File: config.mk
export PLATFORM = sky130hd
export DESIGN_NAME = stable_priority_queue
export DESIGN_NICKNAME = d
export VERILOG_FILES = /design/src/rtl/spq_pkg.sv /design/src/rtl/stable_priority_queue.sv /design/src/rtl/spq_cell.sv
export SDC_FILE = /design/constraint.sdc
export NUM_CORES = 1
export LEC_CHECK = 0
export ABC_AREA = 0
export BUFFER_PORTS_ARGS = -buffer_cell sky130_fd_sc_hd__buf_4
export CAP_MARGIN = 10
export CORE_ASPECT_RATIO = 0.8
export CORE_MARGIN = 8
export CORE_UTILIZATION = 57
export DETAILED_ROUTE_END_ITERATION = 10
export PLACE_DENSITY_LB_ADDON = 0.08
export SYNTH_ARGS = -nofsm -noshare
export SYNTH_HDL_FRONTEND = slang
export SYNTH_SLANG_ARGS = --single-unit
export TNS_END_PERCENT = 1
File: constraint.sdc
create_clock -name clk -period 5.2 [get_ports clk]
set_clock_uncertainty 0.05 [all_clocks]
set_input_delay 0.26 -clock clk [delete_from_list [all_inputs] [get_ports clk]]
set_output_delay 0.26 -clock clk [all_outputs]
set_load 0.005 [all_outputs]
File: src/rtl/spq_pkg.sv
`timescale 1ns / 1ps

package spq_pkg;

  localparam int DEFAULT_QUEUE_DEPTH   = 16;
  localparam int DEFAULT_PRIORITY_BITS = 8;

  localparam int PRIO_PORT_BITS = 8;
  localparam int NAME_BITS      = 16;
  localparam int DISEASE_BITS   = 4;
  localparam int AGE_BITS       = 7;
  localparam int RECORD_BITS    = NAME_BITS + DISEASE_BITS + 1 + AGE_BITS;

  typedef enum logic {
    KIND_INSERT = 1'b0,
    KIND_REMOVE = 1'b1
  } kind_t;

  typedef enum logic [1:0] {
    ST_INSERTED = 2'd0,
    ST_REMOVED  = 2'd1,
    ST_FULL     = 2'd2,
    ST_EMPTY    = 2'd3
  } status_t;

  typedef struct packed {
    logic [AGE_BITS-1:0]     age;
    logic                    is_male;
    logic [DISEASE_BITS-1:0] disease_code;
    logic [NAME_BITS-1:0]    name_handle;
  } record_t;

  typedef struct packed {
    logic insert;
    logic remove;
  } cell_ctrl_t;

endpackage

File: src/rtl/stable_priority_queue.sv
`timescale 1ns / 1ps

// Channel  Direction  Handshake                Beat contents
// in       input      in_valid / in_ready      kind, priority_req, record fields
// out      output     out_valid / out_ready    status, removed record, occupancy
//
// The row of cells updates in parallel, so a new beat is
// accepted on every cycle in which the output register is empty or being drained.
// The result of a beat appears in the output register on the cycle after acceptance.
// Reset empties the queue at once; no clearing pass is needed.
// While out_valid is high and out_ready is low, in_ready is held low.

module stable_priority_queue
  import spq_pkg::*;
#(
  parameter int QUEUE_DEPTH   = DEFAULT_QUEUE_DEPTH,
  parameter int PRIORITY_BITS = DEFAULT_PRIORITY_BITS,
  localparam int CW           = $clog2(QUEUE_DEPTH + 1)
) (
  input  logic                      clk,
  input  logic                      rst,
  input  logic                      in_valid,
  output logic                      in_ready,
  input  logic                      kind,
  input  logic [PRIO_PORT_BITS-1:0] priority_req,
  input  logic [NAME_BITS-1:0]      name_handle,
  input  logic [DISEASE_BITS-1:0]   disease_code,
  input  logic                      is_male,
  input  logic [AGE_BITS-1:0]       age,
  output logic                      out_valid,
  input  logic                      out_ready,
  output logic [1:0]                status,
  output logic [NAME_BITS-1:0]      out_name_handle,
  output logic [DISEASE_BITS-1:0]   out_disease_code,
  output logic                      out_is_male,
  output logic [AGE_BITS-1:0]       out_age,
  output logic [PRIO_PORT_BITS-1:0] out_priority,
  output logic [CW-1:0]             occupancy
);

  logic                      accept;
  logic                      is_full;
  logic                      is_empty;
  cell_ctrl_t                ctrl;
  logic [CW-1:0]             count;
  logic [CW-1:0]             count_next;
  logic [PRIORITY_BITS-1:0]  prio_in;
  record_t                   rec_in;
  logic [PRIO_PORT_BITS-1:0] head_prio_port;

  logic [QUEUE_DEPTH-1:0]    valid_vec;
  logic [QUEUE_DEPTH-1:0]    cond_vec;
  logic [PRIORITY_BITS-1:0]  prio_arr [QUEUE_DEPTH];
  record_t                   rec_arr  [QUEUE_DEPTH];

  status_t                   res_status;
  record_t                   res_rec;
  logic [PRIO_PORT_BITS-1:0] res_prio;

  assign in_ready = !out_valid || out_ready;
  assign accept   = in_valid && in_ready;
  assign is_full  = (count == CW'(QUEUE_DEPTH));
  assign is_empty = (count == '0);

  assign ctrl.insert = accept && (kind_t'(kind) == KIND_INSERT) && !is_full;
  assign ctrl.remove = accept && (kind_t'(kind) == KIND_REMOVE) && !is_empty;

  assign rec_in.name_handle  = name_handle;
  assign rec_in.disease_code = disease_code;
  assign rec_in.is_male      = is_male;
  assign rec_in.age          = age;

  generate
    if (PRIORITY_BITS >= PRIO_PORT_BITS) begin : g_prio_wide
      assign prio_in        = PRIORITY_BITS'(priority_req);
      assign head_prio_port = prio_arr[0][PRIO_PORT_BITS-1:0];
    end else begin : g_prio_narrow
      assign prio_in        = priority_req[PRIORITY_BITS-1:0];
      assign head_prio_port = PRIO_PORT_BITS'(prio_arr[0]);
    end
  endgenerate

  genvar i;
  generate
    for (i = 0; i < QUEUE_DEPTH; i++) begin : g_cell
      logic                     l_cond;
      logic                     l_valid;
      logic [PRIORITY_BITS-1:0] l_prio;
      record_t                  l_rec;
      logic                     r_valid;
      logic [PRIORITY_BITS-1:0] r_prio;
      record_t                  r_rec;

      if (i == 0) begin : g_head
        assign l_cond  = 1'b0;
        assign l_valid = 1'b0;
        assign l_prio  = '0;
        assign l_rec   = '0;
      end else begin : g_body
        assign l_cond  = cond_vec[i-1];
        assign l_valid = valid_vec[i-1];
        assign l_prio  = prio_arr[i-1];
        assign l_rec   = rec_arr[i-1];
      end

      if (i == QUEUE_DEPTH - 1) begin : g_tail
        assign r_valid = 1'b0;
        assign r_prio  = '0;
        assign r_rec   = '0;
      end else begin : g_inner
        assign r_valid = valid_vec[i+1];
        assign r_prio  = prio_arr[i+1];
        assign r_rec   = rec_arr[i+1];
      end

      spq_cell #(
        .PRIORITY_BITS(PRIORITY_BITS)
      ) u_cell (
        .clk        (clk),
        .rst        (rst),
        .ctrl       (ctrl),
        .new_prio   (prio_in),
        .new_rec    (rec_in),
        .left_cond  (l_cond),
        .left_valid (l_valid),
        .left_prio  (l_prio),
        .left_rec   (l_rec),
        .right_valid(r_valid),
        .right_prio (r_prio),
        .right_rec  (r_rec),
        .cond       (cond_vec[i]),
        .valid      (valid_vec[i]),
        .prio       (prio_arr[i]),
        .rec        (rec_arr[i])
      );
    end
  endgenerate

  always_comb begin
    count_next = count;
    if (ctrl.insert) begin
      count_next = count + CW'(1);
    end else if (ctrl.remove) begin
      count_next = count - CW'(1);
    end
  end

  always_comb begin
    res_rec  = '0;
    res_prio = '0;
    case (kind_t'(kind))
      KIND_INSERT: begin
        res_status = is_full ? ST_FULL : ST_INSERTED;
      end
      KIND_REMOVE: begin
        if (is_empty) begin
          res_status = ST_EMPTY;
        end else begin
          res_status = ST_REMOVED;
          res_rec    = rec_arr[0];
          res_prio   = head_prio_port;
        end
      end
      default: begin
        res_status = ST_EMPTY;
      end
    endcase
  end

  always_ff @(posedge clk) begin
    if (rst) begin
      count     <= '0;
      out_valid <= 1'b0;
    end else begin
      count <= count_next;
      if (accept) begin
        out_valid <= 1'b1;
      end else if (out_ready) begin
        out_valid <= 1'b0;
      end
    end
  end

  always_ff @(posedge clk) begin
    if (accept) begin
      status           <= res_status;
      out_name_handle  <= res_rec.name_handle;
      out_disease_code <= res_rec.disease_code;
      out_is_male      <= res_rec.is_male;
      out_age          <= res_rec.age;
      out_priority     <= res_prio;
      occupancy        <= count_next;
    end
  end

  a_count_matches_cells: assert property (@(posedge clk) disable iff (rst)
    $countones(valid_vec) == 32'(count))
    else $error("Stored count disagrees with occupied cells.");

  a_insert_grows: assert property (@(posedge clk) disable iff (rst)
    ctrl.insert |=> count == $past(count) + CW'(1))
    else $error("Accepted insert did not grow the queue.");

  a_remove_shrinks: assert property (@(posedge clk) disable iff (rst)
    ctrl.remove |=> count == $past(count) - CW'(1))
    else $error("Accepted remove did not shrink the queue.");

  generate
    for (i = 1; i < QUEUE_DEPTH; i++) begin : g_order_chk
      a_sorted: assert property (@(posedge clk) disable iff (rst)
        valid_vec[i] |-> (valid_vec[i-1] && (prio_arr[i] <= prio_arr[i-1])))
        else $error("Cells are not packed in non-increasing priority order.");
    end
  endgenerate

endmodule

File: src/rtl/spq_cell.sv
`timescale 1ns / 1ps

module spq_cell
  import spq_pkg::*;
#(
  parameter int PRIORITY_BITS = DEFAULT_PRIORITY_BITS
) (
  input  logic                     clk,
  input  logic                     rst,
  input  cell_ctrl_t               ctrl,
  input  logic [PRIORITY_BITS-1:0] new_prio,
  input  record_t                  new_rec,
  input  logic                     left_cond,
  input  logic                     left_valid,
  input  logic [PRIORITY_BITS-1:0] left_prio,
  input  record_t                  left_rec,
  input  logic                     right_valid,
  input  logic [PRIORITY_BITS-1:0] right_prio,
  input  record_t                  right_rec,
  output logic                     cond,
  output logic                     valid,
  output logic [PRIORITY_BITS-1:0] prio,
  output record_t                  rec
);

  logic                     valid_next;
  logic [PRIORITY_BITS-1:0] prio_next;
  record_t                  rec_next;

  // The new record belongs at or above this slot once the slot is empty or weaker.
  assign cond = !valid || (prio < new_prio);

  always_comb begin
    valid_next = valid;
    prio_next  = prio;
    rec_next   = rec;
    if (ctrl.insert) begin
      if (left_cond) begin
        valid_next = left_valid;
        prio_next  = left_prio;
        rec_next   = left_rec;
      end else if (cond) begin
        valid_next = 1'b1;
        prio_next  = new_prio;
        rec_next   = new_rec;
      end
    end else if (ctrl.remove) begin
      valid_next = right_valid;
      prio_next  = right_prio;
      rec_next   = right_rec;
    end
  end

  always_ff @(posedge clk) begin
    if (rst) begin
      valid <= 1'b0;
    end else begin
      valid <= valid_next;
    end
  end

  always_ff @(posedge clk) begin
    prio <= prio_next;
    rec  <= rec_next;
  end

endmodule

==> results of run 1 <==
==> flip-flops by register name (all words and copies together), names as in the netlist, 2 cells and up <==
name / cells
occupancy: 5
g_cell.u_cell.valid: 16
g_cell.u_cell.rec: 448
out_disease_code: 4
out_age: 7
out_priority: 8
g_cell.u_cell.prio: 128
status: 2
count: 5
out_name_handle: 16
==> metal layers <==
layer  part of all wire, %  wire length (um)  up-vias
li1                      -                 -    11550
met1                    40             39180    13007
met2                    49             47680     1071
met3                   6.2              6012      202
met4                   4.5              4382        0
met5                     0                 0        -
==> power by group <==
group	total, mW	internal [mW]	switching [mW]
combinational	3.48	1.38	2.10
clock	4.68	2.60	2.07
sequential	7.97	7.21	0.767
==> synth_stat cells, types with 5 or more instances <==
library cell,count
o21a_1,5
buf_2,148
nor2b_1,8
a211oi_1,14
o21ai_0,81
edfxtp_1,619
a31oi_1,11
dfxtp_1,22
mux2i_1,102
a21o_1,16
buf_6,5
clkbuf_1,132
a311oi_1,13
and2_1,66
nor2_1,447
inv_1,12
a221o_1,431
a21oi_1,44
ha_1,115
nand3_1,14
o21ai_1,37
and3_1,35
nand2_1,669
nand2b_1,18
==> stage by stage <==
| step | hold WS (ns) | power [mW] |
|---|---|---|
| final | 0.03562 | 16.13 |
| after global routing | 0.05184 | 16.79 |
| after CTS | 0.01497 | 16.13 |
| after detailed placement | 0.4346 | 11.43 |
| after global placement | 0.4331 | 11.30 |
| after floorplan | 0.2816 | 10.11 |
==> path summary, 6_finish.rpt <==
| kind | to | slack, ns | cells after the start |
|---|---|---|---|
| min | g_cell[1].u_cell.rec[19] | 0.04 | 3 |
| max reg2reg | g_cell[11].u_cell.rec[16] | 1.37 | 7 |
| max | g_cell[11].u_cell.rec[16] | 1.37 | 7 |
| min reg2reg | g_cell[14].u_cell.valid | 0.46 | 2 |
==> cell families after synthesis <==
family	count (synthesis)	synth area share [%]
AND/OR/NAND/NOR	1264	15.11
AO/OA/AOI/OAI	669	17.03
flip-flops	641	56.40
buffers and inverters	302	4.046
adder cells (fa/ha/maj)	115	4.265
multiplexers	102	3.026
XOR/XNOR	5	0.1298
==> final cells by class <==
cell class / instances / area, um2
clock buffer: 83 / 1831
multi-input combinational: 2155 / 13730
timing repair buffer: 189 / 1634
fill: 4653 / 20850
inverter: 12 / 45.04
tap: 769 / 962.2
sequential: 641 / 19030
clock inverter: 36 / 239.0
==> tightest hold or removal path, delay by kind of cell <==
family	cells	cell delay, ns
AOI/OAI and AO/OA	1	0.15
buffers and inverters	1	0.10
muxes	1	0.07
==> results summary, run 1 <==
The flow ran to the end, and the final reports show no timing, DRC or antenna violations. The longest clock path from root to sink contains 3 buffers. Together, buffers and inverters on the worst path number 3. The final-report hold violation count was 0. The Yosys step of the flow raised 0 warnings. The shortest period the worst path allows is roughly 3.8 ns. The critical path goes through inv_1 > ha_1 > or3b_1 > o2111ai_4 > buf_12 > buf_12 > a221o_1. The count of mapped cells out of synthesis is slightly above 3000. The count of pins over their slew limit came out at 0.

The clock reaches the later pin of the worst-skew pair after about 0.6 ns. The top cell types in the final layout, fill and taps aside, are nand2_1, edfxtp_1, nor2_1. The core region area came out at 0.05832 mm2. The synthesized area per cell came out at between 10 and 15 um2. The wire length of the first global-routing pass is ~150000 um. The number of standard-cell rows in the floorplan is 79. Setup repair after global routing left no endpoint under its margin. The met1 global-route usage came out at 37.08%. The slowest library cell on the worst path is o2111ai_4. The total clock sinks came out at 641. The highest achievable clock rate came out at around 260 MHz.

The combined area of all synthesized cells is about 0.034 mm2. The kind of critical path is reg -> reg. Routability-driven placement finished with a final weighted congestion of between 0.9 and 1.

The vertical die dimension is ~230 um. The delay of the slowest cell on the worst path is around 0.84 ns. The count of boundary I/O pins came out at 86. The pre-CTS worst setup slack is between 1 and 1.5 ns.

The total leakage power is about 15 nW. The final instance count without filler cells came out at 3885. The number of antenna violations at the first check in global routing came out at 0.

The detail route stage leaves a number of antenna-violating nets equal to 0. The die area is between 0.06 and 0.07 mm2. The share of the cycle needed by the critical path after routing is roughly three quarters. In this run the worst hold path is classified as in -> reg. The via count of the routed design came out at 25830. The placed cell area is about 0.035 mm2. The deepest level of the CTS H-tree came out at 3. The quantity of gates resized following cts came out at 0.

After synthesis, the cell types taking the most area are edfxtp_1, a221o_1, nand2_1. The clock tree from TritonCTS is built. The worst-path maximum fanout came out at 170. Power spread over the standard cell area amounts to 430.5 mW/mm2. The post-route netlist has under 10% of its cells at a drive strength greater than 1.

The headroom to the max-slew limit came out at ~18%. After clock tree synthesis, the setup repair step added 0 buffers. The worst hold path begins at disease_code[3]. The wire length per cell came out at 25.03 um.

The number of global-route vias before repair is 25931. The number of hold buffers added after CTS came out at 38. The starting density of the core is 57.85%. The total non-filler cell area in the finished layout came out at between 0.03 and 0.04 mm2.

The max-cap check violation count is 0. The die span in x is about 290 um. 0 antenna diodes ended up in the layout.

The final worst slack is roughly 1.4 ns. Across the VDD grid, the largest voltage drop is 0.2637 mV. In the synthesized netlist the dominant register cell turns out to be edfxtp_1. The sequential share of the synthesized area came out at around 56%.

After synthesis, the share of flip-flops with an asynchronous set or reset is 0%. After detailed routing, the number of vias per cell comes to around 6.6. The required time reported for the critical path endpoint came out at ~5.6 ns. Data arrives at the worst endpoint at between 4 and 5 ns.

By instance count, the cell type seen most on the critical path is buf_12. Across every metal layer, demand over resource in global routing totals between 20 and 30%. The number of register bits inferred by synthesis came out at around 640. After legalization and detailed placement, the total HPWL measured 63120 um. The synthesized net count is roughly 3300.

Buffers inserted during clock tree synthesis total 68. The biggest area contributor in the post-synthesis netlist is edfxtp_1. The transition time of the tightest slew-check pin came out at between 1 and 1.5 ns. The final-report setup violation count came out at 0. The final routed wirelength across all metal layers is 97250 um. The number of optimization iterations in the first detailed-route pass came out at 5. The most utilized layer in the global route result is met2.

Counting tap cells, the placed design contains a total of between 3000 and 4000 instances. The setup TNS after final layout is 0 ns. The post-route DRC violation count is 0. For met3 alone, demand over resource in global routing was roughly 3.8%. The detailed router finished its first iteration with ~3000 violations. The fraction of synthesized cell area taken by the top area cell type came out at a little under three fifths.

The most critical setup path has its startpoint at count[0]. The total congestion overflow after global routing is 0. The number of nets at the end of the flow is ~3200. The synthesized netlist contains 46 unique library cells.

The worst setup path is launched from a register. The startpoint identified for the worst register-to-register timing path is count[0]. Entering global routing, the biggest net connects 200 pins. The sort of element at the end of the critical path is a register. From synthesis to final layout, the design area changed by 11.06%. The clock-pin slew of the registers on the worst-case setup and hold paths is ~0.060 ns.

Cells fill roughly 64% of the core in the end. The global routing met2 resource utilization came out at 48.46%. Grouping stages by cell kind, the critical path spends the most delay in buffers and inverters. The most common cell after layout, fill and taps aside is nand2_1. The number of synthesized flops with an enable pin came out at 619. CTS placed an instance of clkbuf_16 at the clock tree root. The number of input and output port buffers inserted came out at 85.
Power figures use the tool's default switching activity.
==> run 2: changes to the inputs <==
--- a/config.mk
+++ b/config.mk
@@ -10,7 +10,7 @@
 export CAP_MARGIN = 10
 export CORE_ASPECT_RATIO = 0.8
 export CORE_MARGIN = 8
-export CORE_UTILIZATION = 57
+export CORE_UTILIZATION = 63
 export DETAILED_ROUTE_END_ITERATION = 10
 export PLACE_DENSITY_LB_ADDON = 0.08
 export SYNTH_ARGS = -nofsm -noshare
==> constraint.sdc (replaced) <==
create_clock -name clk -period 3.8 [get_ports clk]
set_clock_uncertainty 0.05 [all_clocks]
set_input_delay 0.19 -clock clk [delete_from_list [all_inputs] [get_ports clk]]
set_output_delay 0.19 -clock clk [all_outputs]
set_load 0.005 [all_outputs]
==> run 2 against run 1 <==
Compared with the run above:
- non-clock buffer count grew 32
- combinational power grew 44%
- critical path depth grew 4
- critical endpoint is now g_cell[13].u_cell.rec[11]
- global-route usage grew 2.7 points
- die area shrank 8.9%
- sequential share of layout area shrank 0.70 points
- cell count shrank 0.93%
==> results summary, run 2 (same netlist as run 1, synthesis figures left out) <==
The cell family with the largest share of critical-path delay is buffers and inverters. The max-cap check violation count came out at 0. The transition time of the tightest slew-check pin is between 1 and 1.5 ns.

The weighted congestion at the end of routability-driven global placement is a little under 0.9. The worst-path maximum fanout is 32. The area growth from synthesis to layout is 12.62%. For this configuration, the core starts out at a cell density of between 60% and 70%. The all-layer global routing usage is 31.35%. The number of global-route vias before repair is approximately 26000.

The clock network latency to the later pin of the worst-skew pair came out at between 0.6 and 0.7 ns. Dividing the detail-routed via count by the number of cells gives 6.838. The total stage count of the critical path came out at 11. Entering global routing, the biggest net connects approximately 140 pins. The net count of the finished layout is about 3300. The number of clock buffers added by TritonCTS is 67. The H-tree generated during clock tree synthesis spans 3 levels. The die span in x came out at between 200 and 300 um. The headroom to the max-slew limit came out at a little over a fifth. Setup repair after global routing left no endpoint under its margin. The count of boundary I/O pins is 86. The detailed router's first-iteration violation count is between 2000 and 3000. The worst setup path is launched from a primary input.

The number of cells traversed by the worst hold path is 3. The final-report hold violation count is 0. The setup TNS after final layout is 0 ns. The final worst slack came out at around 0.50 ns. The number of input and output port buffers inserted is between 80 and 90.

The final hold slack is 0.08961 ns. For this design the ratio of total power to cell area is about 590 mW/mm2. The floorplan step defined a core boundary enclosing 0.05335 mm2. The highest achievable clock rate came out at 302.9 MHz. The highest ir drop seen on vdd came out at 0.5138 mV. The total leakage power came out at ~15 nW. For the worst setup path, the data required time is ~4.1 ns.

The worst reg-to-reg path cell count is 7. The wire length per cell came out at 25.32 um. The min-delay analysis places its worst path in the category in -> reg. The number of antenna violations at the first check in global routing is 0. The number of flip-flops under the largest register name is 448.

STA classifies the critical path endpoint as a register. The via count of the routed design is approximately 26000. The signal on the critical path passes through dlygate4sd3_1 > buf_4 > inv_1 > ha_1 > nand3_1 > nor2_1 > o21ai_0 > o21ai_4 > buf_4 > nor2_1 > a221o_1. The delay of the slowest cell on the worst path is about 0.76 ns. The share of the cycle needed by the critical path after routing is between 80% and 90%.

The die is 223.0 um tall. The clock tree from TritonCTS is built. The detail route stage leaves a number of antenna-violating nets equal to 0.

The largest registers in the layout are g_cell.u_cell.rec (448), g_cell.u_cell.prio (128). The count of antenna diodes in the layout is 0. Among all stages on the critical path, the largest delay is contributed by inv_1. Global routing finished with a remaining overflow of 0. Gates resized during post-CTS repair numbered 0. The die covers 0.06126 mm2.

After layout, the minimum clock period comes to between 3 and 4 ns. The half-perimeter wire length of the detailed placement result is just over 60000 um. The number of optimization iterations in the first detailed-route pass is 5. The worst-case clock buffer depth is 3. Ranked by flip-flop count, first place goes to g_cell.u_cell.rec.

For this run, design rule violations remaining after detail routing come to 0. The share of cells above drive strength 1 came out at under 10%. The count of pins over their slew limit came out at 0. The number of standard-cell rows in the floorplan is 76.

The pre-CTS worst setup slack is approximately 0.54 ns. The post-CTS setup buffer count is 0. The flow ran to the end, and the final reports show no timing, DRC or antenna violations. The number of hold buffers added after CTS is 39.

The final routed wirelength across all metal layers came out at between 90000 and 100000 um. The wire length of the first global-routing pass is 150400 um. The library cell used most frequently in the layout, excluding fill and tap cells, is nand2_1.

In the layout the commonest cells are nand2_1, edfxtp_1, nor2_1. The total clock sinks came out at between 600 and 700. The clock-pin slew of the registers on the worst-case setup and hold paths is 0.07 ns. The final-report setup violation count is 0. The setup path with the least slack is of type in -> reg. Clock tree synthesis selected as its root buffer the cell clkbuf_16. The critical path data arrival time came out at approximately 3.6 ns. The combined buffer and inverter count along the critical path came out at 4.
[run 2: cell types whose count changed in the layout (fill, tap and decap cells not counted), sizes merged]
cell,change
buf,+31
clkinv,-7
clkbuf,+5
bufinv,+2
dlygate4sd3,+1
inv,-1
[run 2: area by class of cell]
| type | instances | area [um2] |
|---|---|---|
| Clock buffer | 88 | 1839 |
| Clock inverter | 30 | 271.5 |
| Fill cell | 3775 | 15350 |
| Inverter | 12 | 45.04 |
| Multi-Input combinational cell | 2155 | 13730 |
| Sequential cell | 641 | 19030 |
| Tap cell | 702 | 878.3 |
| Timing Repair Buffer | 221 | 2202 |
[run 2: power breakdown]
| part | switching (mW) | internal, mW | total [mW] |
|---|---|---|---|
| sequential | 1.01 | 9.85 | 10.9 |
| clock | 2.79 | 3.69 | 6.49 |
| combinational | 2.99 | 2.03 | 5.02 |
| total | 6.79 | 15.6 | 22.4 |
[run 2: routing by layer]
layer  vias up  wire length [um]  global-route usage, %  part of all wire [%]
li1      11608                 -                      -                     -
met1     13001             36430                  39.56                    37
met2      1402             46870                  50.66                    48
met3       309              7593                  4.526                   7.8
met4         0              6569                  19.87                   6.7
met5         -                 0                      0                     0
[run 2: per-stage QoR]
| stage | instances | util, % | total power, mW | cell area [um2] |
|---|---|---|---|---|
| 6_report | 3849 | 71.23 | 22.37 | 38000 |
| 5_1_grt | 3849 | 71.23 | 23.24 | 38000 |
| 4_1_cts | 3848 | 71.20 | 22.36 | 37980 |
| 3_5_place_dp | 3691 | 66.51 | 15.85 | 35480 |
| 3_3_place_gp | 3691 | 66.51 | 15.64 | 35480 |
| 2_1_floorplan | 3098 | - | 13.82 | 33750 |
[run 2: tightest hold or removal path: stages]
cell and delay [ns]:
buf_4 0.21, nand2_1 0.09, a21oi_1 0.06
[run 2: worst paths after layout]
kind,from,endpoint,slack (ns)
setup / recovery,priority_req[4],g_cell[13].u_cell.rec[11],0.50
hold / removal,priority_req[0],g_cell[4].u_cell.prio[0],0.09
setup reg to reg,count[0],g_cell[8].u_cell.rec[14],0.64
hold reg to reg,g_cell[15].u_cell.valid,g_cell[14].u_cell.valid,0.47
